$ cat src/rtl/core/fpa_pkg.sv
// Shared types and operation codes for the fixed-point ALU.
// No dependencies; used by every module in rtl/core.
package fpa_pkg;

	localparam logic [3:0] FN_ADD = 4'd0;
	localparam logic [3:0] FN_SUB = 4'd1;
	localparam logic [3:0] FN_MUL = 4'd2;
	localparam logic [3:0] FN_DIV = 4'd3;
	localparam logic [3:0] FN_GT  = 4'd4;
	localparam logic [3:0] FN_LT  = 4'd5;
	localparam logic [3:0] FN_GE  = 4'd6;
	localparam logic [3:0] FN_LE  = 4'd7;
	localparam logic [3:0] FN_EQ  = 4'd8;
	localparam logic [3:0] FN_NE  = 4'd9;
	localparam logic [3:0] FN_MIN = 4'd10;
	localparam logic [3:0] FN_MAX = 4'd11;
	localparam logic [3:0] FN_INC = 4'd12;
	localparam logic [3:0] FN_DEC = 4'd13;
	localparam logic [3:0] FN_INT = 4'd14;

	typedef struct packed {
		logic [3:0]         func;
		logic signed [31:0] operand_a;
		logic signed [31:0] operand_b;
	} req_t;

	typedef struct packed {
		logic signed [31:0] result_word;
		logic               compare_true;
		logic               divide_by_zero;
	} rsp_t;

	typedef struct packed {
		logic [3:0]         func;
		logic [31:0]        simple;
		logic               cmp;
		logic signed [63:0] prod;
		logic               neg;
		logic               dz;
	} side_t;

endpackage

$ cat src/rtl/core/fpa_div_step.sv
// One restoring division step: one quotient bit per stage, sideband carried along.
// Depends on fpa_pkg.
module fpa_div_step import fpa_pkg::*; #(
	parameter int W  = 32,
	parameter int NW = 40
) (
	input  logic          clk,
	input  logic          arst_n,
	input  logic          v_in,
	input  side_t         side_in,
	input  logic [W-1:0]  rem_in,
	input  logic [NW-1:0] num_in,
	input  logic [NW-1:0] q_in,
	input  logic [W-1:0]  den_in,
	input  logic          take_next,
	output logic          take,
	output logic          v_sd,
	output side_t         side_sd,
	output logic [W-1:0]  rem_sd,
	output logic [NW-1:0] num_sd,
	output logic [NW-1:0] q_sd,
	output logic [W-1:0]  den_sd
);

	logic [W:0] trial;
	logic [W:0] diff;
	logic       ge;

	assign take  = !v_sd || take_next;
	assign trial = {rem_in, num_in[NW-1]};
	assign ge    = trial >= {1'b0, den_in};
	assign diff  = trial - {1'b0, den_in};

	always_ff @(posedge clk or negedge arst_n) begin
		if (!arst_n) begin
			v_sd <= 1'b0;
		end else if (take) begin
			v_sd <= v_in;
		end
	end

	always_ff @(posedge clk) begin
		if (take) begin
			side_sd <= side_in;
			rem_sd  <= ge ? diff[W-1:0] : trial[W-1:0];
			num_sd  <= num_in << 1;
			q_sd    <= {q_in[NW-2:0], ge};
			den_sd  <= den_in;
		end
	end

endmodule

$ cat config.mk
export PLATFORM = sky130hd
export DESIGN_NAME = fpa_div_step
export DESIGN_NICKNAME = d
export VERILOG_FILES = /design/src/rtl/core/fpa_pkg.sv /design/src/rtl/core/fpa_div_step.sv
export SDC_FILE = /design/constraint.sdc
export NUM_CORES = 1
export LEC_CHECK = 0
export BUFFER_PORTS_ARGS = -buffer_cell sky130_fd_sc_hd__buf_2
export CORE_MARGIN = 4
export CORE_UTILIZATION = 25
export CTS_CLUSTER_SIZE = 40
export DETAILED_ROUTE_END_ITERATION = 12
export GPL_TIMING_DRIVEN = 0
export PLACE_DENSITY = 0.48
export RECOVER_POWER = 50
export SETUP_SLACK_MARGIN = 0.05
export SYNTH_ARGS = -nofsm -noshare
export SYNTH_HDL_FRONTEND = slang
export SYNTH_SLANG_ARGS = --single-unit
$ cat constraint.sdc
create_clock -name clk -period 13.1 [get_ports clk]
set_input_delay 1.31 -clock clk [delete_from_list [all_inputs] [get_ports clk]]
set_output_delay 1.31 -clock clk [all_outputs]
set_load 0.03 [all_outputs]
======== Word level (Yosys, flattened, before mapping) ========
Cells that the tools add are included.
word-level totals
  output and inout port bits .............. 249
  input port bits ......................... 251
  bits in registers ....................... 247
  word-level logic and storage cells ...... 16
operators by class
  muxes and demuxes ....................... 1
  $lt $le $gt $ge ......................... 1
  reduce and logical (&&, ||, !) cells .... 2
  add/subtract/negate cells ............... 1
operators by type and width
  kind                                              number
  33-bit by 32-bit >= comparator with 1-bit output  1
  32-bit two-way mux                                1
  32-bit subtractor                                 1
  1-bit logical NOT                                 1
  1-bit logical OR                                  1

======== Longest topological paths before layout ========
  depth after elaboration ................. 2
  mapped depth ............................ 13
  mapped depth without buffers ............ 12

======== Least setup slack after synthesis ========
OpenSTA, ideal clock, no wires.
  path kind ............................... input -> output
  start ................................... input take_next
  end ..................................... output take
  arrival ................................. 7.426 ns
  cell stages on the path ................. 1
  buffers on the path ..................... 0
  path slack .............................. 4.364 ns
  data required time ...................... 11.790 ns
  path through ............................ nand2b_1
on the way
  word-level cells in the longest chain between the ends .. 1
RTL lines
  element             RTL line            source
  start: declaration  fpa_div_step.sv:15  input logic take_next,
  1-bit logical OR    fpa_div_step.sv:29  assign take = !v_sd || take_next;
  end: declaration    fpa_div_step.sv:16  output logic take,
Every way passes these cells.

======== Worst setup path in the final report ========
  start ................................... input take_next
  end ..................................... register side_sd[101] (netlist bit), enable pin
on the way
  word-level cells in the longest chain between the ends .. 1
RTL lines
  element                 RTL line            source
  1-bit logical OR        fpa_div_step.sv:29
  end signal: assignment  fpa_div_step.sv:44  side_sd <= side_in;
  end: declaration        fpa_div_step.sv:18  output side_t side_sd,
Every way passes these cells.
A chain may end at the register's enable or synchronous reset.

==> flow_metrics.py <==
metrics = {
    "layout": {
        "instances_no_fill": 1659,
        "drive_gt1_frac": 0.457,
        "final_nets": 1412,
        "nFillCells": 3817,
        "area_growth_pct": 41.9,
        "multi_input_area_um2": 1990,
        "diodes": 0,
        "seqCellArea_um2": 7410,
    },
    "synth": {
        "synth-edff-count": 246,
        "ys_ff_latch": 247,
        "netlist_area_um2": 9650,
        "syn_inst": 596,
        "seq_area_frac_synth": 0.768,
        "yosys.area.top_type": "edfxtp_1",
        "synth_top_area_frac": 0.766,
        "avgSynthCellArea_um2": 16.2,
        "synthTopCellsByArea": "edfxtp_1 77%, ha_1 4.2%, a21oi_1 2.9%",
        "postSynth.asyncResetShare": 0.00405,
        "synth_fp_nets": 880,
        "synth_ff_type": "edfxtp_1",
        "synth.distinct_cells": 50,
        "yosys_warnings": 0,
    },
    "critical_path": {
        "r2r_end": "side_sd[101]$_DFFE_PP_",
        "cp-start-kind": "input port",
        "arrival_ns": 5.92,
        "path_max_fanout": 68,
        "crit_required_ns": 13.32,
        "r2r_slack_ns": 7.94,
        "critical_path_class": "input port to register",
        "reg2reg_depth": 4,
        "r2r-start": "v_sd$_DFFE_PN0P_",
        "endpoint_kind": "register",
    },
    "power": {
        "ir_drop_mv": 0.0768,
        "cellPowerDensity_nw_per_um2": 156,
        "p_total_mw": 2.14,
        "p_leak_nw": 5.90,
    },
    "floorplanning": {
        "die_area_um2": 41800,
        "initial_utilization": 0.255,
        "row_count": 71,
        "ioPinCount": 500,
        "fp.coreArea_um2": 37800,
        "die_w_um": 204,
        "die_h_um": 204,
    },
    "route": {
        "routed_wl_um": 33500,
        "vias_per_cell": 4.24,
        "routed-via-count": 7031,
        "wire_per_inst_um": 20.2,
        "ant_nets": 0,
        "drtIter0Drc": 261,
        "drc": 0,
        "dr.pass1.iters": 4,
    },
    "run": {
        "cap_violations": 3,
    },
    "sta": {
        "drv_slew": 146,
        "worstMarginPinSlew_ns": 3.09,
        "setup_viol": 0,
        "tns_ns": 0,
        "fmax_ghz": 0.175,
        "period_minus_slack_ns": 5.70,
        "finalHoldViolCount": 0,
        "rsz0062_at_grt": "no",
        "relSlewSlack": -1.06,
        "skew_ns": 0.00837,
        "fin_crit_sh": 0.435,
    },
    "cts": {
        "post_cts_buffers": 0,
        "clk_latency_ns": 0.54,
        "h-tree-depth": 1,
        "clock_sinks": 247,
        "cts_resized": 0,
        "cts_tree": "done",
        "clock_path_buffers": 3,
        "hold_buffers": 0,
        "cts_root_buf": "clkbuf_16",
        "numCtsBuffers": 29,
        "path_clk_slew_ns": 0.06,
    },
    "grt": {
        "grt_pass1_wl_um": 46400,
        "grt_use_total": 0.149,
        "grt_max_degree": 69,
        "antenna_found_initial": 9,
        "grt_pass1_vias": 7128,
        "globalRouteOverflowTotal": 0,
    },
    "run_status": {
        "status": "finished with violations",
        "violations": "capacitance limit, slew limit",
    },
    "placement": {
        "dp_cells": 1608,
        "io_buffers": 497,
        "dp_hpwl_um": 27100,
        "gp_congestion": 0.775,
    },
    "min_path": {
        "hp-class": "input port to asynchronous set/reset pin",
    },
}
-- logic make-up after synthesis --
| family | synth area share |
|---|---|
| AO/OA/AOI/OAI | 0.0759 |
| XOR/XNOR | 0.0245 |
| adder cells (fa/ha/maj) | 0.0436 |
| buffers and inverters | 0.0249 |
| flip-flops | 0.768 |
| multiplexers | 0.0127 |
| other | 0.000389 |
| AND/OR/NAND/NOR | 0.0496 |
-- worst max-delay path by stage --
stage,startpoint,endpoint,slack [ns],cells past startpoint
floorplan,take_next,take,4.36,1
global placement,take_next,take,0.50,3
detailed placement,den_in[12],rem_sd[20]$_DFFE_PP_,8.07,14
CTS,den_in[12],rem_sd[9]$_DFFE_PP_,8.66,14
global route,take_next,side_sd[101]$_DFFE_PP_,6.95,5
finish,take_next,side_sd[101]$_DFFE_PP_,7.40,5
-- state kept, by name (all words and copies together), names as in the netlist --
| name | count |
|---|---|
| num_sd | 39 |
| q_sd | 40 |
| side_sd | 103 |
| rem_sd | 32 |
| v_sd | 1 |
| den_sd | 32 |
-- synthesized netlist by cell type, types with 2 or more instances --
cell type  instances
a211oi_1           3
a21o_1            12
a21oi_1           56
a2bb2oi_1          2
a31oi_1            5
and2_1             2
and4_1             2
buf_2              8
buf_4              4
clkbuf_1           6
edfxtp_1         246
ha_1              32
inv_1             38
mux2_1             4
mux2_2             6
nand2_1           26
nand2b_1           5
nand3_1            8
nand4_1            8
nor2_1            35
nor2b_1            3
nor3_1             2
nor4_1             4
o211ai_1           4
o21a_1             6
o21ai_0           16
o21bai_1           3
o22ai_1            2
or4_1              2
xnor2_1           15
xor2_1            12
-- area by class of cell --
type | count | share of cell area
Clock inverter | 20 | 0.0127
Timing Repair Buffer | 501 | 0.182
Sequential cell | 247 | 0.542
Inverter | 38 | 0.0104
Multi-Input combinational cell | 292 | 0.146
Buffer | 19 | 0.00713
Clock buffer | 31 | 0.0536
Tap cell | 511 | 0.0467
-- per-stage QoR --
step / hold WS (ns) / util / instance area [um^2] / worst slack, ns
2_1_floorplan: 1.01 / - / 9650 / 4.36
3_3_place_gp: 1.09 / 0.337 / 12800 / 0.499
3_5_place_dp: 1.09 / 0.340 / 12900 / 8.07
4_1_cts: 0.491 / 0.364 / 13800 / 8.66
5_1_grt: 0.509 / 0.362 / 13700 / 6.95
6_report: 0.541 / 0.362 / 13700 / 7.40
-- critical path: stages --
cell      delay (ns)
buf_2           0.07
nand2b_1        1.57
clkbuf_1        2.29
buf_16          0.32
buf_12          0.28
-- per-layer routing --
metal  share of wire  up-vias  global-route usage
li1                -     3326                   -
met1            0.35     3364               0.156
met2            0.54      272               0.285
met3           0.086       57              0.0501
met4           0.020       12              0.0357
met5          0.0021        -                   0
-- cell usage in the layout (no fill, tap or decap), types with 2 or more instances in the layout --
master        n
a211oi_1      3
a21o_1       12
a21oi_1      56
a2bb2oi_1     2
a31oi_1       5
and2_1        2
and4_1        2
buf_2       467
buf_4         4
bufinv_16     3
clkbuf_1     48
clkbuf_16    29
clkinv_1      8
clkinv_2      6
clkinvlp_4    2
edfxtp_1    246
ha_1         32
inv_1        38
mux2_1        4
mux2_2        6
nand2_1      26
nand2b_1      5
nand3_1       8
nand4_1       8
nor2_1       35
nor2b_1       3
nor3_1        2
nor4_1        4
o211ai_1      4
o21a_1        6
o21ai_0      16
o21bai_1      3
o22ai_1       2
or4_1         2
xnor2_1      15
xor2_1       12
-- where the power goes --
group / leakage (nW) / total [mW] / switching (mW) / internal, mW
Clock: 0.443 / 0.774 / 0.314 / 0.460
Sequential: 2.48 / 0.968 / 0.0141 / 0.954
Combinational: 2.98 / 0.397 / 0.278 / 0.119
Total: 5.90 / 2.14 / 0.606 / 1.53
Note: power is estimated with default switching activity, not from simulation.
