$ cat src/rtl/core/fpa_pkg.sv
// Shared types and operation codes for the fixed-point ALU.
// No dependencies; used by every module in rtl/core.
package fpa_pkg;

	localparam logic [3:0] FN_ADD = 4'd0;
	localparam logic [3:0] FN_SUB = 4'd1;
	localparam logic [3:0] FN_MUL = 4'd2;
	localparam logic [3:0] FN_DIV = 4'd3;
	localparam logic [3:0] FN_GT  = 4'd4;
	localparam logic [3:0] FN_LT  = 4'd5;
	localparam logic [3:0] FN_GE  = 4'd6;
	localparam logic [3:0] FN_LE  = 4'd7;
	localparam logic [3:0] FN_EQ  = 4'd8;
	localparam logic [3:0] FN_NE  = 4'd9;
	localparam logic [3:0] FN_MIN = 4'd10;
	localparam logic [3:0] FN_MAX = 4'd11;
	localparam logic [3:0] FN_INC = 4'd12;
	localparam logic [3:0] FN_DEC = 4'd13;
	localparam logic [3:0] FN_INT = 4'd14;

	typedef struct packed {
		logic [3:0]         func;
		logic signed [31:0] operand_a;
		logic signed [31:0] operand_b;
	} req_t;

	typedef struct packed {
		logic signed [31:0] result_word;
		logic               compare_true;
		logic               divide_by_zero;
	} rsp_t;

	typedef struct packed {
		logic [3:0]         func;
		logic [31:0]        simple;
		logic               cmp;
		logic signed [63:0] prod;
		logic               neg;
		logic               dz;
	} side_t;

endpackage

$ cat src/rtl/core/fpa_prep.sv
// Input register and operand stage: simple ops, product, divider setup.
// Depends on fpa_pkg.
module fpa_prep import fpa_pkg::*; #(
	parameter int W  = 32,
	parameter int F  = 8,
	parameter int NW = 40
) (
	input  logic          clk,
	input  logic          arst_n,
	input  logic          req_valid,
	output logic          req_stall,
	input  req_t          req,
	input  logic          take_next,
	output logic          v_s2,
	output side_t         side_s2,
	output logic [NW-1:0] num_s2,
	output logic [W-1:0]  den_s2
);

	logic              v_s1;
	logic [3:0]        func_s1;
	logic signed [31:0] a_s1, b_s1;
	logic              take_s1, take_s2;
	logic signed [31:0] a_ext, b_ext;
	logic [31:0]       simple;
	logic              cmp;
	logic [31:0]       ma, mb;

	assign take_s2   = !v_s2 || take_next;
	assign take_s1   = !v_s1 || take_s2;
	assign req_stall = !take_s1;

	assign a_ext = $signed(32'(req.operand_a) << (32 - W)) >>> (32 - W);
	assign b_ext = $signed(32'(req.operand_b) << (32 - W)) >>> (32 - W);

	always_ff @(posedge clk or negedge arst_n) begin
		if (!arst_n) begin
			v_s1 <= 1'b0;
		end else if (take_s1) begin
			v_s1 <= req_valid;
		end
	end

	always_ff @(posedge clk) begin
		if (take_s1) begin
			func_s1 <= req.func;
			a_s1    <= a_ext;
			b_s1    <= b_ext;
		end
	end

	always_comb begin
		simple = '0;
		cmp    = 1'b0;
		unique case (func_s1)
			FN_ADD: simple = 32'(a_s1 + b_s1);
			FN_SUB: simple = 32'(a_s1 - b_s1);
			FN_GT:  cmp = a_s1 > b_s1;
			FN_LT:  cmp = a_s1 < b_s1;
			FN_GE:  cmp = a_s1 >= b_s1;
			FN_LE:  cmp = a_s1 <= b_s1;
			FN_EQ:  cmp = a_s1 == b_s1;
			FN_NE:  cmp = a_s1 != b_s1;
			FN_MIN: simple = (a_s1 < b_s1) ? a_s1 : b_s1;
			FN_MAX: simple = (a_s1 > b_s1) ? a_s1 : b_s1;
			FN_INC: simple = 32'(a_s1 + 32'sd1);
			FN_DEC: simple = 32'(a_s1 - 32'sd1);
			FN_INT: simple = a_s1 >>> F;
			default: simple = '0;
		endcase
	end

	assign ma = a_s1[31] ? 32'(-a_s1) : a_s1;
	assign mb = b_s1[31] ? 32'(-b_s1) : b_s1;

	always_ff @(posedge clk or negedge arst_n) begin
		if (!arst_n) begin
			v_s2 <= 1'b0;
		end else if (take_s2) begin
			v_s2 <= v_s1;
		end
	end

	always_ff @(posedge clk) begin
		if (take_s2) begin
			side_s2.func   <= func_s1;
			side_s2.simple <= simple;
			side_s2.cmp    <= cmp;
			side_s2.prod   <= 64'(a_s1) * 64'(b_s1);
			side_s2.neg    <= a_s1[31] ^ b_s1[31];
			side_s2.dz     <= (func_s1 == FN_DIV) && (b_s1 == 32'sd0);
			num_s2         <= NW'(ma[W-1:0]) << F;
			den_s2         <= mb[W-1:0];
		end
	end

endmodule

$ cat config.mk
export PLATFORM = sky130hd
export DESIGN_NAME = fpa_prep
export DESIGN_NICKNAME = d
export VERILOG_FILES = /design/src/rtl/core/fpa_pkg.sv /design/src/rtl/core/fpa_prep.sv
export SDC_FILE = /design/constraint.sdc
export NUM_CORES = 2
export LEC_CHECK = 0
export BUFFER_PORTS_ARGS = -buffer_cell sky130_fd_sc_hd__buf_2
export CAP_MARGIN = 20
export CORE_ASPECT_RATIO = 2
export CORE_UTILIZATION = 50
export DETAILED_ROUTE_END_ITERATION = 7
export HOLD_SLACK_MARGIN = 0.15
export PLACE_DENSITY = 0.7
export SLEW_MARGIN = 20
export SYNTH_ARGS = -nofsm -noshare
export SYNTH_HDL_FRONTEND = slang
export SYNTH_SLANG_ARGS = --single-unit
$ cat constraint.sdc
create_clock -name clk -period 7.8 [get_ports clk]
set_clock_uncertainty 0.2 [all_clocks]
set_input_delay 1.56 -clock clk [delete_from_list [all_inputs] [get_ports clk]]
set_output_delay 1.56 -clock clk [all_outputs]
set_load 0.01 [all_outputs]
* Yosys cells after proc, flatten, opt, wreduce, memory -nomap -nowiden
Cells that the tools add are included.
Word-level totals: input port bits 72, register bits after elaboration 237, logic and storage cells 56
Operators by class: bitwise gates (word level) 1, magnitude comparators 4, reduce and logical (&&, ||, !) cells 8, add/sub/neg operators 6, multiply operators 1, multiplexer cells 6, eq/ne operators 15
Operators with widths (number):
- $pmux 32 s7 | 1
- $mul 32x32->64 | 1
- $mux 32 | 2
- $neg 32->32 | 2
- $mux 31 | 2
- $add 32x2->32 const B | 1
- $add 32x32->32 | 1
- $eq 32x32->1 | 1
- $ge 32x32->1 | 1
- $gt 32x32->1 | 1
- $le 32x32->1 | 1
- $logic_not 32->1 | 1
- $lt 32x32->1 | 1
- $ne 32x32->1 | 1
- $sub 32x2->32 const B | 1
- $sub 32x32->32 | 1
- $eq 4x4->1 const B | 7
- $eq 4x3->1 const B | 4
- $pmux 1 s6 | 1
- $eq 4x1->1 const B | 1
- $eq 4x2->1 const B | 1
- $logic_not 4->1 | 1
- $logic_not 1->1 | 3
- $logic_or 1x1->1 | 2
- 2 further kinds | 2

* Depth between registers and ports, before layout
depth in word-level cells 4, mapped depth 31, gate-level depth less buffers 28

* Least setup slack after synthesis
Ideal clock, no wire load.
path kind register to register, from reg a_s1[31], to reg side_s2[58] in the netlist's numbering (data pin), cell stages (with the launch flop) 27, path buffers 4, clock period less this slack 8332 ps, arrival 7873 ps, slack -532 ps, library setup time 260 ps, cells stage by stage edfxtp_1 > buf_2 > clkbuf_1 > clkbuf_1 > nand2_1 > inv_1 > fa_1 > fa_1 > fa_1 > fa_1 > fa_1 > fa_1 > fa_1 > fa_1 > ha_1 > buf_2 > a21o_1 > a21o_1 > a221oi_1 > o211ai_1 > a221o_1 > a31oi_2 > o21ai_2 > a21o_1 > a21o_1 > a221oi_2 > xnor2_1
Between the ends: cells in the longest elaborated chain, start to end 1
Ends and longest elaborated chain:
- from (decl) | RTL line fpa_prep.sv:22 | logic signed [31:0] a_s1, b_s1;
- from (signal assigned) | RTL line fpa_prep.sv:47 | a_s1 <= a_ext;
- $mul 32x32->64 | RTL line fpa_prep.sv:89 | side_s2.prod <= 64'(a_s1) * 64'(b_s1);
- to (decl) | RTL line fpa_prep.sv:15 | output side_t side_s2,
No other way between the ends. A chain may end at the register's enable or synchronous reset.

* Worst setup path in the final report
from reg b_s1[8], to reg side_s2[58] in the netlist's numbering (data pin)
Between the ends: cells in the longest elaborated chain, start to end 1
Ends and longest elaborated chain:
- from (decl) | RTL line fpa_prep.sv:22
- from (signal assigned) | RTL line fpa_prep.sv:48 | b_s1 <= b_ext;
- $mul 32x32->64 | RTL line fpa_prep.sv:89
No other way between the ends.

==> reports/results.ini <==
[detailed_routing]
antenna_left=0
drt-initial-drc-count=3170
vias=40273
drt-pass1-iter-count=8
viasPerCell=5.70
routed_wl_mm=187
drcViolationCount=2
wl_per_cell_um=26.5

[cts]
cts-root-buf=clkbuf_16
clock_latency_ns=0.69
cts_tree=built
cts_buffers=27
cts_sinks=237
clockBufferDepth=3
htreeDepth=1
clk_transition_reported_paths_ns=0.10

[cells_and_area]
layout_common_cells=1002 x fa_1, 987 x inv_1, 589 x nand2_1, 508 x buf_4, 416 x and2_1
finalNonFillerCells=7063
layout.nets=7152
layout-drive-gt1-share=0.225
fill_cells=7966
finish.instance_area_um2=60200
final_common_cell=fa_1
syn2layout_area_growth_pct=21.6

[logic_synthesis]
ys.flop_type=edfxtp_1
synth_edf_count=235
synth_warnings=0
ys_ff_latch=237
netlist_instances=5043
yosysSeqAreaShare=0.143
postSynthAreaPerCell_um2=9.83
async_flop_share=0.00844
ys_types=89
syn-cell-area_um2=49600

[timing]
rsz0062_at_grt=yes
period_minus_slack_ns=8.59
setup_viol=26
hold_viol_final=0
report.final.slew_viol_count=0
period_share=1.10
relSlewSlack=0.430
worst_pin_slew_ns=0.855
fin_ws_ns=-0.789
timing.fmax_ghz=0.116

[status]
status=finished, violations left
violations=DRC, setup timing

[placement]
portBuffers=240
place_area_um2=56200
gp_congestion=1.04
dp_cells=6868
post-dp-hpwl_mm=146

[die]
coreArea_um2=98500
initial_core_util=0.503
die_w_um=225
die_area_um2=100000
fp.dieH_um=447
boundaryPins=249
rows=163

[critical_path]
cp_common_cell=fa_1
cp_slowest_cell=fa_1
cp-start-kind=register
cp_max_fo=8
slowest_delay_ns=0.79
critical_path_class=reg -> reg
r2r-start=b_s1[8]$_DFFE_PN_
critPathCaptureType=register
crit_start=b_s1[8]$_DFFE_PN_
crit_arrival_ns=8.80
required_ns=8.01

[job]
max-cap-violations=0

[global_routing]
grt_max_degree=131
track_usage=0.380
grt-ovfl-total=0
grt_pass1_vias=44774
grt_pass1_wl_mm=274
antenna_found_initial=14

[min_path]
worstHoldStart=v_s1$_DFFE_PN0N_
hold_path.class=reg -> reg

==> worst paths after layout <==
check	end	slack, ns	cells past startpoint
max	side_s2[58]$_DFFE_PP_	-0.79	28
max in group asynchronous	v_s2$_DFFE_PN0P_	6.84	1
min in group asynchronous	v_s1$_DFFE_PN0N_	0.47	1
min	v_s2$_DFFE_PN0P_	0.28	1
min reg2reg	v_s2$_DFFE_PN0P_	0.28	1
max reg2reg	side_s2[58]$_DFFE_PP_	-0.79	28
==> layout make-up <==
| class | instances | area [um^2] | share of cell area |
|---|---|---|---|
| Sequential cell | 237 | 7110 | 0.118 |
| Antenna cell | 7 | 17.5 | 0.000291 |
| Tap cell | 1320 | 1650 | 0.0274 |
| Timing Repair Buffer | 925 | 7820 | 0.130 |
| Clock buffer | 29 | 683 | 0.0113 |
| Clock inverter | 21 | 255 | 0.00424 |
| Multi-Input combinational cell | 3494 | 38800 | 0.644 |
| Inverter | 1030 | 3880 | 0.0644 |
==> critical path, delay by kind of cell (launching register included) <==
kind / cells / cell delay (ns)
adder cells (fa/ha/maj): 9 / 4.72
AO/OA/AOI/OAI: 8 / 1.52
buffers and inverters: 7 / 0.96
flip-flops: 1 / 0.49
AND/OR/NAND/NOR: 3 / 0.27
XOR/XNOR: 1 / 0.09
==> synthesized netlist by cell type (4+ instances only) <==
| cell | n | area share |
|---|---|---|
| nor3_1 | 16 | 0.0016 |
| xor2_1 | 38 | 0.0067 |
| a22oi_1 | 4 | 0.00061 |
| o21a_1 | 17 | 0.0026 |
| o21ai_0 | 85 | 0.0086 |
| o211ai_1 | 16 | 0.0024 |
| a221o_1 | 12 | 0.0024 |
| buf_2 | 10 | 0.0010 |
| fa_1 | 1084 | 0.44 |
| a221oi_1 | 9 | 0.0016 |
| nand2_1 | 608 | 0.046 |
| nand2b_1 | 30 | 0.0038 |
| o41ai_1 | 7 | 0.0012 |
| buf_4 | 8 | 0.0012 |
| a21o_1 | 56 | 0.0085 |
| a211o_1 | 5 | 0.00088 |
| inv_1 | 1024 | 0.078 |
| nand3_1 | 33 | 0.0033 |
| o21bai_1 | 19 | 0.0029 |
| nor2_1 | 180 | 0.014 |
| a211oi_2 | 4 | 0.0010 |
| o221ai_1 | 8 | 0.0014 |
| nor4_1 | 10 | 0.0013 |
| a31oi_1 | 14 | 0.0018 |
| clkinv_1 | 5 | 0.00038 |
| and2_1 | 432 | 0.055 |
| a21oi_1 | 148 | 0.015 |
| o31a_1 | 4 | 0.00071 |
| nand4_1 | 21 | 0.0027 |
| or3_1 | 15 | 0.0019 |
| mux2i_1 | 17 | 0.0034 |
| and3_1 | 6 | 0.00076 |
| a222oi_1 | 13 | 0.0026 |
| o21ai_1 | 12 | 0.0012 |
| nor2b_1 | 10 | 0.0013 |
| a211oi_1 | 11 | 0.0017 |
| o31ai_1 | 11 | 0.0017 |
| buf_1 | 20 | 0.0015 |
| clkbuf_1 | 249 | 0.019 |
| edfxtp_1 | 235 | 0.14 |
| ha_1 | 281 | 0.071 |
| xnor2_1 | 175 | 0.031 |
| or4_1 | 6 | 0.00091 |
==> sequential cells by signal, indices dropped and copies added (netlist names) <==
| signal | flops |
|---|---|
| v_s1 | 1 |
| side_s2 | 103 |
| func_s1 | 4 |
| b_s1 | 32 |
| a_s1 | 32 |
| num_s2 | 32 |
| v_s2 | 1 |
| den_s2 | 32 |
==> stage by stage <==
stage	TNS, ns	hold slack (ns)	util	setup slack [ns]
6_report	-10.47	0.282	0.611	-0.789
5_1_grt	-15.09	0.309	0.611	-0.956
4_1_cts	-5.42	0.279	0.598	-0.508
3_5_place_dp	-17.54	0.261	0.570	-1.02
3_3_place_gp	-16.99	0.250	0.570	-1.02
2_1_floorplan	-0.0848	0.224	-	-0.0848
==> metal layers <==
metal	up-vias	track usage	wire length (um)
li1	16672	-	-
met1	20488	0.353	55100
met2	2118	0.675	96100
met3	985	0.0833	14100
met4	10	0.368	21900
met5	-	0	71
==> repair_timing <==
action | in CTS | in global routing
hold buffers | 0 | 0
endpoints found under the setup margin | 34 | 32
pin swaps | 107 | 180
gates resized for setup | 231 | 238
buffers inserted | 85 | 59
gates cloned | 4 | 7
==> kinds of logic after synthesis <==
group / count (synthesis) / synth area share
and+or+nand+nor: 1394 / 0.137
adders and majority gates: 1365 / 0.509
buffers and inverters: 1319 / 0.101
AOI/OAI and AO/OA: 497 / 0.0680
DFF: 237 / 0.143
xor gates and xnor gates: 213 / 0.0376
muxes: 17 / 0.00343
other: 1 / 0.0000757
Power is not shown: default switching activity piles up to over one toggle a cycle in this logic, so the estimate is an artifact.
