===== config.mk =====
export PLATFORM = sky130hd
export DESIGN_NAME = fpa_finish
export DESIGN_NICKNAME = d
export VERILOG_FILES = /design/src/rtl/core/fpa_pkg.sv /design/src/rtl/core/fpa_finish.sv
export SDC_FILE = /design/constraint.sdc
export NUM_CORES = 1
export LEC_CHECK = 0
export BUFFER_PORTS_ARGS = -buffer_cell sky130_fd_sc_hd__buf_2
export CORE_MARGIN = 2
export CORE_UTILIZATION = 46
export DETAILED_ROUTE_END_ITERATION = 6
export GPL_TIMING_DRIVEN = 0
export PLACE_DENSITY = 0.83
export SYNTH_ARGS = -nofsm -noshare
export SYNTH_HDL_FRONTEND = slang
export SYNTH_SLANG_ARGS = --single-unit
export TNS_END_PERCENT = 20

===== constraint.sdc =====
create_clock -name clk -period 1.6 [get_ports clk]
set_input_delay 0.08 -clock clk [delete_from_list [all_inputs] [get_ports clk]]
set_output_delay 0.08 -clock clk [all_outputs]
set_load 0.02 [all_outputs]

===== src/rtl/core/fpa_pkg.sv =====
// Shared types and operation codes for the fixed-point ALU.
// No dependencies; used by every module in rtl/core.
package fpa_pkg;

	localparam logic [3:0] FN_ADD = 4'd0;
	localparam logic [3:0] FN_SUB = 4'd1;
	localparam logic [3:0] FN_MUL = 4'd2;
	localparam logic [3:0] FN_DIV = 4'd3;
	localparam logic [3:0] FN_GT  = 4'd4;
	localparam logic [3:0] FN_LT  = 4'd5;
	localparam logic [3:0] FN_GE  = 4'd6;
	localparam logic [3:0] FN_LE  = 4'd7;
	localparam logic [3:0] FN_EQ  = 4'd8;
	localparam logic [3:0] FN_NE  = 4'd9;
	localparam logic [3:0] FN_MIN = 4'd10;
	localparam logic [3:0] FN_MAX = 4'd11;
	localparam logic [3:0] FN_INC = 4'd12;
	localparam logic [3:0] FN_DEC = 4'd13;
	localparam logic [3:0] FN_INT = 4'd14;

	typedef struct packed {
		logic [3:0]         func;
		logic signed [31:0] operand_a;
		logic signed [31:0] operand_b;
	} req_t;

	typedef struct packed {
		logic signed [31:0] result_word;
		logic               compare_true;
		logic               divide_by_zero;
	} rsp_t;

	typedef struct packed {
		logic [3:0]         func;
		logic [31:0]        simple;
		logic               cmp;
		logic signed [63:0] prod;
		logic               neg;
		logic               dz;
	} side_t;

endpackage


===== src/rtl/core/fpa_finish.sv =====
// Output stage: quotient rounding and sign, result select, wrap to the word width.
// Depends on fpa_pkg.
module fpa_finish import fpa_pkg::*; #(
	parameter int W  = 32,
	parameter int F  = 8,
	parameter int NW = 40
) (
	input  logic          clk,
	input  logic          arst_n,
	input  logic          v_in,
	input  side_t         side_in,
	input  logic [W-1:0]  rem_in,
	input  logic [NW-1:0] q_in,
	input  logic [W-1:0]  den_in,
	output logic          take,
	output logic          rsp_valid,
	input  logic          rsp_stall,
	output rsp_t          rsp
);

	logic [NW-1:0] q_rnd;
	logic [NW-1:0] q_sgn;
	logic [W-1:0]  res;
	logic          up;

	assign take  = !rsp_valid || !rsp_stall;
	assign up    = {rem_in, 1'b0} >= {1'b0, den_in};
	assign q_rnd = q_in + NW'(up);
	assign q_sgn = side_in.neg ? NW'(-q_rnd) : q_rnd;

	always_comb begin
		unique case (side_in.func)
			FN_MUL:  res = side_in.prod[F +: W];
			FN_DIV:  res = side_in.dz ? '0 : q_sgn[W-1:0];
			default: res = side_in.simple[W-1:0];
		endcase
	end

	always_ff @(posedge clk or negedge arst_n) begin
		if (!arst_n) begin
			rsp_valid <= 1'b0;
		end else if (take) begin
			rsp_valid <= v_in;
		end
	end

	always_ff @(posedge clk) begin
		if (take) begin
			rsp.result_word    <= $signed(32'(res) << (32 - W)) >>> (32 - W);
			rsp.compare_true   <= side_in.cmp;
			rsp.divide_by_zero <= side_in.dz;
		end
	end

endmodule


---- Word level (Yosys, flattened, before mapping) ----
Index checks and enable logic that the tools add are counted.
storage, ports and cells
  register bits after elaboration ......... 35
  input bits .............................. 211
  output and inout bits ................... 36
  logic and storage cells ................. 15
cells by class
  add/subtract/negate cells ............... 2
  order comparisons ....................... 1
  eq/ne operators ......................... 2
  muxes and demuxes ....................... 3
  reductions and logical operators ........ 3
operator list
  kind                                           number
  2-to-1 mux 32 bit                              2
  one-hot mux 32 bit (2 select lines)            1
  greater-or-equal comparator 33 x 32 -> 1 bit   1
  adder 32 x 1 -> 32 bit                         1
  negation 32 bit                                1
  == test 4 x 2 -> 1 bit, second input constant  2
  zero test 1 bit                                2
  logical OR 1 bit                               1

---- Longest topological paths before layout ----
Gate-level depths: netlist of the first run.
  word-level depth ........................ 6
  gate-level depth with buffers ........... 25
  depth with buffers taken out ............ 24

---- Worst setup path before layout of the first run ----
No wires, ideal clock.
  path type ............................... input port to flip-flop
  from .................................... in den_in[1]
  to ...................................... reg rsp[30] (netlist bit), data pin
  library setup time ...................... 0.268 ns
  arrival ................................. 4.126 ns
  required time ........................... 1.332 ns
  slack ................................... -2.794 ns
  stages on the path ...................... 25
  path buffers ............................ 1
  cells stage by stage .................... inv_1 -> ha_1 -> nor2b_1 -> o21a_1 -> o21a_1 -> o21a_1 -> o21a_1 -> o21ai_0 -> a21oi_1 -> o211ai_1 -> nand3_1 -> ha_1 -> ha_1 -> inv_1 -> ha_1 -> nor4b_1 -> a31oi_1 -> o21bai_1 -> or3_1 -> clkbuf_1 -> and4b_1 -> nand2_2 -> o31ai_1 -> xnor2_1 -> o22ai_1
on the way
  word-level cells in the longest chain between the ends .. 6
ends and longest elaborated chain
  element                                         line              text
  from (decl)                                     fpa_finish.sv:14  input logic [W-1:0] den_in,
  greater-or-equal comparator 33 x 32 -> 1 bit *  fpa_finish.sv:27  assign up = {rem_in, 1'b0} >= {1'b0, den_in};
  adder 32 x 1 -> 32 bit *                        fpa_finish.sv:28  assign q_rnd = q_in + NW'(up);
  negation 32 bit                                 fpa_finish.sv:29  assign q_sgn = side_in.neg ? NW'(-q_rnd) : q_rnd;
  2-to-1 mux 32 bit *                             fpa_finish.sv:29
  2-to-1 mux 32 bit *                             fpa_finish.sv:34  FN_DIV: res = side_in.dz ? '0 : q_sgn[W-1:0];
  one-hot mux 32 bit (2 select lines) *           fpa_finish.sv:32  unique case (side_in.func)
  named net res[28]                               fpa_finish.sv:23  logic [W-1:0] res;
  to (decl)                                       fpa_finish.sv:18  output rsp_t rsp
The timed path passes the listed nets; every way through them passes the cells marked *.
A chain may end at the register's enable or synchronous reset.

---- Worst setup path after layout of the first run ----
  from .................................... in rem_in[0]
  to ...................................... reg rsp[23] (netlist bit), data pin
on the way
  word-level cells in the longest chain between the ends .. 6
ends and longest elaborated chain
  element                                         line              text
  from (decl)                                     fpa_finish.sv:12  input logic [W-1:0] rem_in,
  greater-or-equal comparator 33 x 32 -> 1 bit *  fpa_finish.sv:27
  adder 32 x 1 -> 32 bit *                        fpa_finish.sv:28
  negation 32 bit                                 fpa_finish.sv:29
  2-to-1 mux 32 bit *                             fpa_finish.sv:29
  2-to-1 mux 32 bit *                             fpa_finish.sv:34
  one-hot mux 32 bit (2 select lines) *           fpa_finish.sv:32
  named net res[21]                               fpa_finish.sv:23
Marks and branches as above.

==> reports/results.ini, run 1 <==
[cts]
clockBufferDepth = 2
htree_levels = 2
cts_tree = done
numCtsBuffers = 5
clk_pin_slew_ns = 0.08
clockRootBuffer = clkbuf_8
clock_latency_ns = 0.29
clock_sinks = 35

[logic_synthesis]
synthSimpleGateAreaFrac_pct = 25.3
synth_flop_cell = edfxtp_1
synth_top_family_by_area = simple AND/OR/NAND/NOR gates
synth_cell_types = 68
synth-seq-cells = 35
synthCells = 529
yosysTopAreaCell = edfxtp_1
async_reset_ff_share_pct = 2.86
synth-compound-area-share_pct = 20.7
ys_seq_area_share_pct = 24.3
synth_xor_area_share_pct = 11.8
syn_area_per_cell_um2 = 8.15
synth_top_cells_by_area = edfxtp_1 (24%), ha_1 (9.9%), xnor2_1 (7.3%)
synth_edf_count = 34
ys_warn_count = 0
synth_area_um2 = 4310
synth_top_area_share_pct = 23.7
synth_mux_area_share_pct = 0.958
synth_adder_area_share_pct = 9.87
synth_nets = 774

[floorplan]
dieArea_um2 = 10200
fp.dieW_um = 101
rows = 35
core-area_um2 = 9150
io_pins = 247
start_util_pct = 47.1
die_y_um = 101

[finish]
layout_common_cells = buf_2 (205), nor2_1 (45), inv_1 (34), edfxtp_1 (34)
num_antenna_cells = 0
nNetsFinal = 1006
layout-drive-gt1-share_pct = 43.8
fin_util_pct = 69.1
syn2layout_area_growth_pct = 46.7
mostFrequentLayoutCell = buf_2

[global_routing]
grtUsageTotal_pct = 28.4
grt_pass1_vias = 4987
grt_pass1_wl_um = 23300
antenna_found_initial = 0
grt_max_degree = 37
grt-ovfl-total = 0

[power]
p_switching_mw = 1.10
p_int_mw = 2.15
p_per_area_nw_per_um2 = 514
seq_power_share_pct = 34.6
clock_power_share_pct = 24.3
pwr-share-comb_pct = 41.2
swShare_pct = 33.8
p_leak_nw = 2.90
max-vdd-ir-drop_v = 0.000465
totalPowerFinal_mw = 3.25

[route]
num_vias = 5174
drtIter0Drc = 346
antenna_left = 0
vias_per_cell = 5.93
route.detailed.drc = 0
dr.pass1.iters = 5
wl_per_cell_um = 17.7
routed_wl_um = 15400

[sta]
tightest_slew_ns = 0.898
final-setup-viol-count = 32
fin_crit_ns = 4.17
final_hold_viol_count = 0
fin_crit_sh_pct = 261
slew_violations = 0
finClkSkew_ns = 0.00454
setup_slack_ns = -2.57
max_clock_freq_ghz = 0.240
slew_headroom_pct = 39.9
rsz0062_at_grt = true

[flow_run]
drv_cap = 0

[hold_path]
hold_depth = 1
hold_class = input port to register

[setup_path]
cp_data_required_time_ns = 1.63
critPathMaxFanout = 6
worstSetupEndpointType = register
cp.arrival_ns = 4.20
reg2reg_depth = 1
path_class = input port to register
worst_setup_path_start_kind = input port

[placed_design]
dp_hpwl_um = 11200
port_buffers = 201
gp_congestion = 0.904

[outcome]
violations = negative setup slack
status = finished, violations left

==> registers in the layout (all words and copies together), names as in the netlist <==
signal	cells
rsp_valid	1
rsp	34
==> repair_timing <==
item                                    in CTS  in global routing
endpoints found under the setup margin      68                 33
hold buffers                                 3                  0
setup buffers                               20                  3
gates cloned                                 0                  0
endpoints found under the hold margin        3                  0
resized for setup                           49                 42
pin swaps                                   43                 36
==> final cells by class <==
type                            instances  area [µm²]
Multi-Input combinational cell        423        3470
Clock inverter                          3        43.8
Tap cell                              111         139
Clock buffer                            5        68.8
Buffer                                 31         169
Timing Repair Buffer                  227        1240
Fill cell                             694        2830
Sequential cell                        35        1050
Inverter                               38         150
==> worst paths after layout <==
kind                       startpoint   endpoint  slack [ns]
hold / removal             side_in[0]     rsp[0]        0.06
hold reg to reg             rsp_valid  rsp_valid        0.90
setup / recovery            rem_in[0]    rsp[23]       -2.57
min in group asynchronous      arst_n  rsp_valid        0.09
setup reg to reg            rsp_valid    rsp[26]        0.44
max in group asynchronous      arst_n  rsp_valid        1.43
==> stage by stage <==
stage	TNS [ns]	hold WS (ns)	instance area [µm²]	cells	setup slack [ns]
CTS	-78.54	0.0545	6100	871	-2.49
finish	-70.27	0.0556	6320	873	-2.57
global route	-76.58	0.0558	6320	873	-2.75
global placement	-84.19	-0.145	5570	841	-2.91
floorplan	-68.99	-0.216	4430	529	-2.45
detailed placement	-89.68	-0.145	5570	841	-3.00
==> cells by family (layout without fill, tap and decap cells) <==
family / Yosys count / in the layout
mux: 4 / 4
simple gates: 190 / 190
fa+ha+maj: 34 / 34
xor+xnor: 58 / 58
buf+inv: 71 / 304
flops: 35 / 35
compound gates: 137 / 137
==> synthesized netlist by cell type, types with 2 or more instances <==
master and instances:
clkbuf_1 18, o21ai_1 4, o211ai_1 2, xnor2_1 36
nand3_1 17, o21a_1 7, nand2b_1 4, a21boi_0 2
a221oi_1 7, a21oi_1 35, o21bai_1 3, a31oi_1 9
a211oi_1 3, nand4_4 2, ha_1 34, o31ai_1 3
or3_1 6, nor3_1 11, nor2b_1 6, nor4_4 2
a21o_1 6, o21ai_0 24, buf_2 9, a32oi_1 2
and4_1 8, buf_4 4, and4b_1 2, o22ai_1 17
nand2_1 36, nor2_1 46, and3_1 10, edfxtp_1 34
buf_6 2, xor2_1 22, mux2i_1 3, inv_1 38
and2_1 6, nand4_1 19
==> routing by layer <==
layer / GRT usage, % / wire length [µm]
met5: 0 / 0
met4: 10.4 / 629
met1: 35.6 / 5950
met2: 50.2 / 7550
met3: 2.84 / 1290
==> critical path: stages <==
cell and delay [ns]:
buf_6 0.10, ha_4 0.22, nor2b_4 0.12, o21a_1 0.16, o21a_1 0.16, o21a_1 0.17, o21a_1 0.16, o21ai_1 0.13
a21oi_1 0.08, o211ai_1 0.16, nand3_1 0.15, ha_4 0.21, buf_4 0.13, buf_6 0.11, and4_4 0.20, buf_6 0.14
nand4_1 0.13, xor2_2 0.30, and3_4 0.28, nand2_2 0.08, or3b_4 0.40, o21ai_2 0.15, xor2_1 0.24, o22ai_1 0.12
==> power by group through the flow <==
stage                     clock (mW)  sequential (mW)  combinational, mW
after global routing           0.836             1.13               1.45
after floorplan                    0             1.25              0.589
after global placement             0             1.14               1.12
after CTS                      0.799             1.12               1.25
final                          0.789             1.12               1.34
after detailed placement           0             1.15               1.17
Note: power is estimated with default switching activity, not from simulation.
==> inputs of run 2 (changes only) <==
--- a/config.mk
+++ b/config.mk
@@ -11,6 +11,7 @@
 export DETAILED_ROUTE_END_ITERATION = 6
 export GPL_TIMING_DRIVEN = 0
 export PLACE_DENSITY = 0.83
+export SKIP_CTS_REPAIR_TIMING = 1
 export SYNTH_ARGS = -nofsm -noshare
 export SYNTH_HDL_FRONTEND = slang
 export SYNTH_SLANG_ARGS = --single-unit
==> reports/results.ini, run 2 (same netlist as run 1, synthesis figures left out) <==
[outcome]
status = finished, violations left
violations = negative hold slack, negative setup slack

[sta]
final-setup-viol-count = 32
slew_headroom_pct = 38.6
finClkSkew_ns = 0.00417
tightest_slew_ns = 0.918
final_hold_viol_count = 1
timing.hold.ws_ns = -0.0129
fin_crit_ns = 4.13
max_clock_freq_ghz = 0.242
fin_crit_sh_pct = 258
slew_violations = 0
setup_slack_ns = -2.53
rsz0062_at_grt = true

[hold_path]
hold_class = input port to register

[cts]
cts_tree = done
clockRootBuffer = clkbuf_8
clock_latency_ns = 0.29
clock_sinks = 35
clk_pin_slew_ns = 0.07
clockBufferDepth = 2
numCtsBuffers = 5
htree_levels = 2

[setup_path]
cpLargestDelayFamily = compound AO/OA/AOI/OAI gates
critPathBufInv = 2
slowest_delay_ns = 0.38
cp.arrival_ns = 4.18
path_class = input port to register
cpMaxStageDelayCell = or3_4
worst_setup_path_start_kind = input port
crit_chain = buf_6 -> ha_4 -> nor2b_4 -> o21a_1 -> o21a_1 -> o21a_1 -> o21a_1 -> o21ai_1 -> a21oi_1 -> o211ai_1 -> nand3_1 -> ha_4 -> ha_4 -> inv_4 -> ha_4 -> nor4b_4 -> a31oi_1 -> o21bai_4 -> or3_4 -> and4b_2 -> a21oi_2 -> a21boi_2 -> mux2i_1 -> nand2_1
critPathMaxFanout = 7
worstSetupEndpointType = register
cp_data_required_time_ns = 1.64

[power]
p_leak_nw = 2.79
totalPowerFinal_mw = 3.19
p_per_area_nw_per_um2 = 527
max-vdd-ir-drop_v = 0.000450

[finish]
num_antenna_cells = 0
layout-drive-gt1-share_pct = 40.3
biggestRegsByFlops = rsp (34), rsp_valid (1)
syn2layout_area_growth_pct = 40.8
nFillCells = 759
largest_reg_flops = 34
final_area_um2 = 6070
layout_common_cells = buf_2 (205), nor2_1 (46), inv_1 (35)
nNetsFinal = 995
mostFrequentLayoutCell = buf_2
max_flop_register = rsp
fin_util_pct = 66.3

[route]
route.detailed.drc = 0
routed_wl_um = 14200
vias_per_cell = 5.72
dr.pass1.iters = 5
wl_per_cell_um = 16.5
antenna_left = 0
drtIter0Drc = 198
num_vias = 4933

[global_routing]
grt_max_degree = 37
use_met2_pct = 43.5
grtUsageMet1_pct = 33.3
grt-ovfl-total = 0
busiest_layer = met2
grt_pass1_vias = 4635
antenna_found_initial = 0
grt_use_met3_pct = 2.64
grt_pass1_wl_um = 21200
grtUsageTotal_pct = 25.5

[floorplan]
fp.dieW_um = 101
die_y_um = 101
start_util_pct = 47.1
rows = 35
io_pins = 247
dieArea_um2 = 10200
core-area_um2 = 9150

[placed_design]
gp_congestion = 0.904
place_area_um2 = 5570
dp_slack_ns = -3.00
dp_hpwl_um = 11200
port_buffers = 201

[flow_run]
drv_cap = 0

==> run 2: path summary, 6_finish.rpt <==
check	start	endpoint	slack, ns	cells past startpoint
worst min register to register	rsp_valid	rsp_valid	0.90	2
worst min-delay path	v_in	rsp_valid	-0.01	2
worst max register to register	rsp_valid	rsp[24]	0.43	1
max in group asynchronous	arst_n	rsp_valid	1.43	2
worst max-delay path	rem_in[0]	rsp[26]	-2.53	24
min in group asynchronous	arst_n	rsp_valid	0.09	2
==> run 2: final cells by class <==
| type | count | area [µm²] | area share (%) |
|---|---|---|---|
| Timing Repair Buffer | 215 | 1130 | 18.7 |
| Tap cell | 111 | 139 | 2.29 |
| Clock buffer | 5 | 68.8 | 1.13 |
| Clock inverter | 3 | 43.8 | 0.722 |
| Buffer | 32 | 173 | 2.85 |
| Inverter | 38 | 150 | 2.47 |
| Sequential cell | 35 | 1050 | 17.2 |
| Multi-Input combinational cell | 423 | 3310 | 54.6 |
==> run 2: power by group <==
part / internal, mW / leakage, nW / total [mW] / switching [mW]
registers: 1.10 / 0.352 / 1.12 / 0.0189
clock network: 0.464 / 0.0581 / 0.796 / 0.332
logic: 0.558 / 2.38 / 1.28 / 0.717
total: 2.13 / 2.79 / 3.19 / 1.07
==> run 2: layer usage <==
metal	wire (µm)	vias up
li1	-	2379
met1	5880	2276
met2	6990	236
met3	920	42
met4	409	0
met5	0	-
==> run 2: metrics by stage <==
| step | hold slack [ns] | std cells | TNS [ns] |
|---|---|---|---|
| after detailed placement | -0.145 | 841 | -89.68 |
| after CTS | -0.452 | 849 | -81.02 |
| after global placement | -0.145 | 841 | -84.19 |
| final | -0.0129 | 862 | -67.60 |
| after global routing | 0.00618 | 862 | -73.49 |
| after floorplan | -0.216 | 529 | -68.99 |
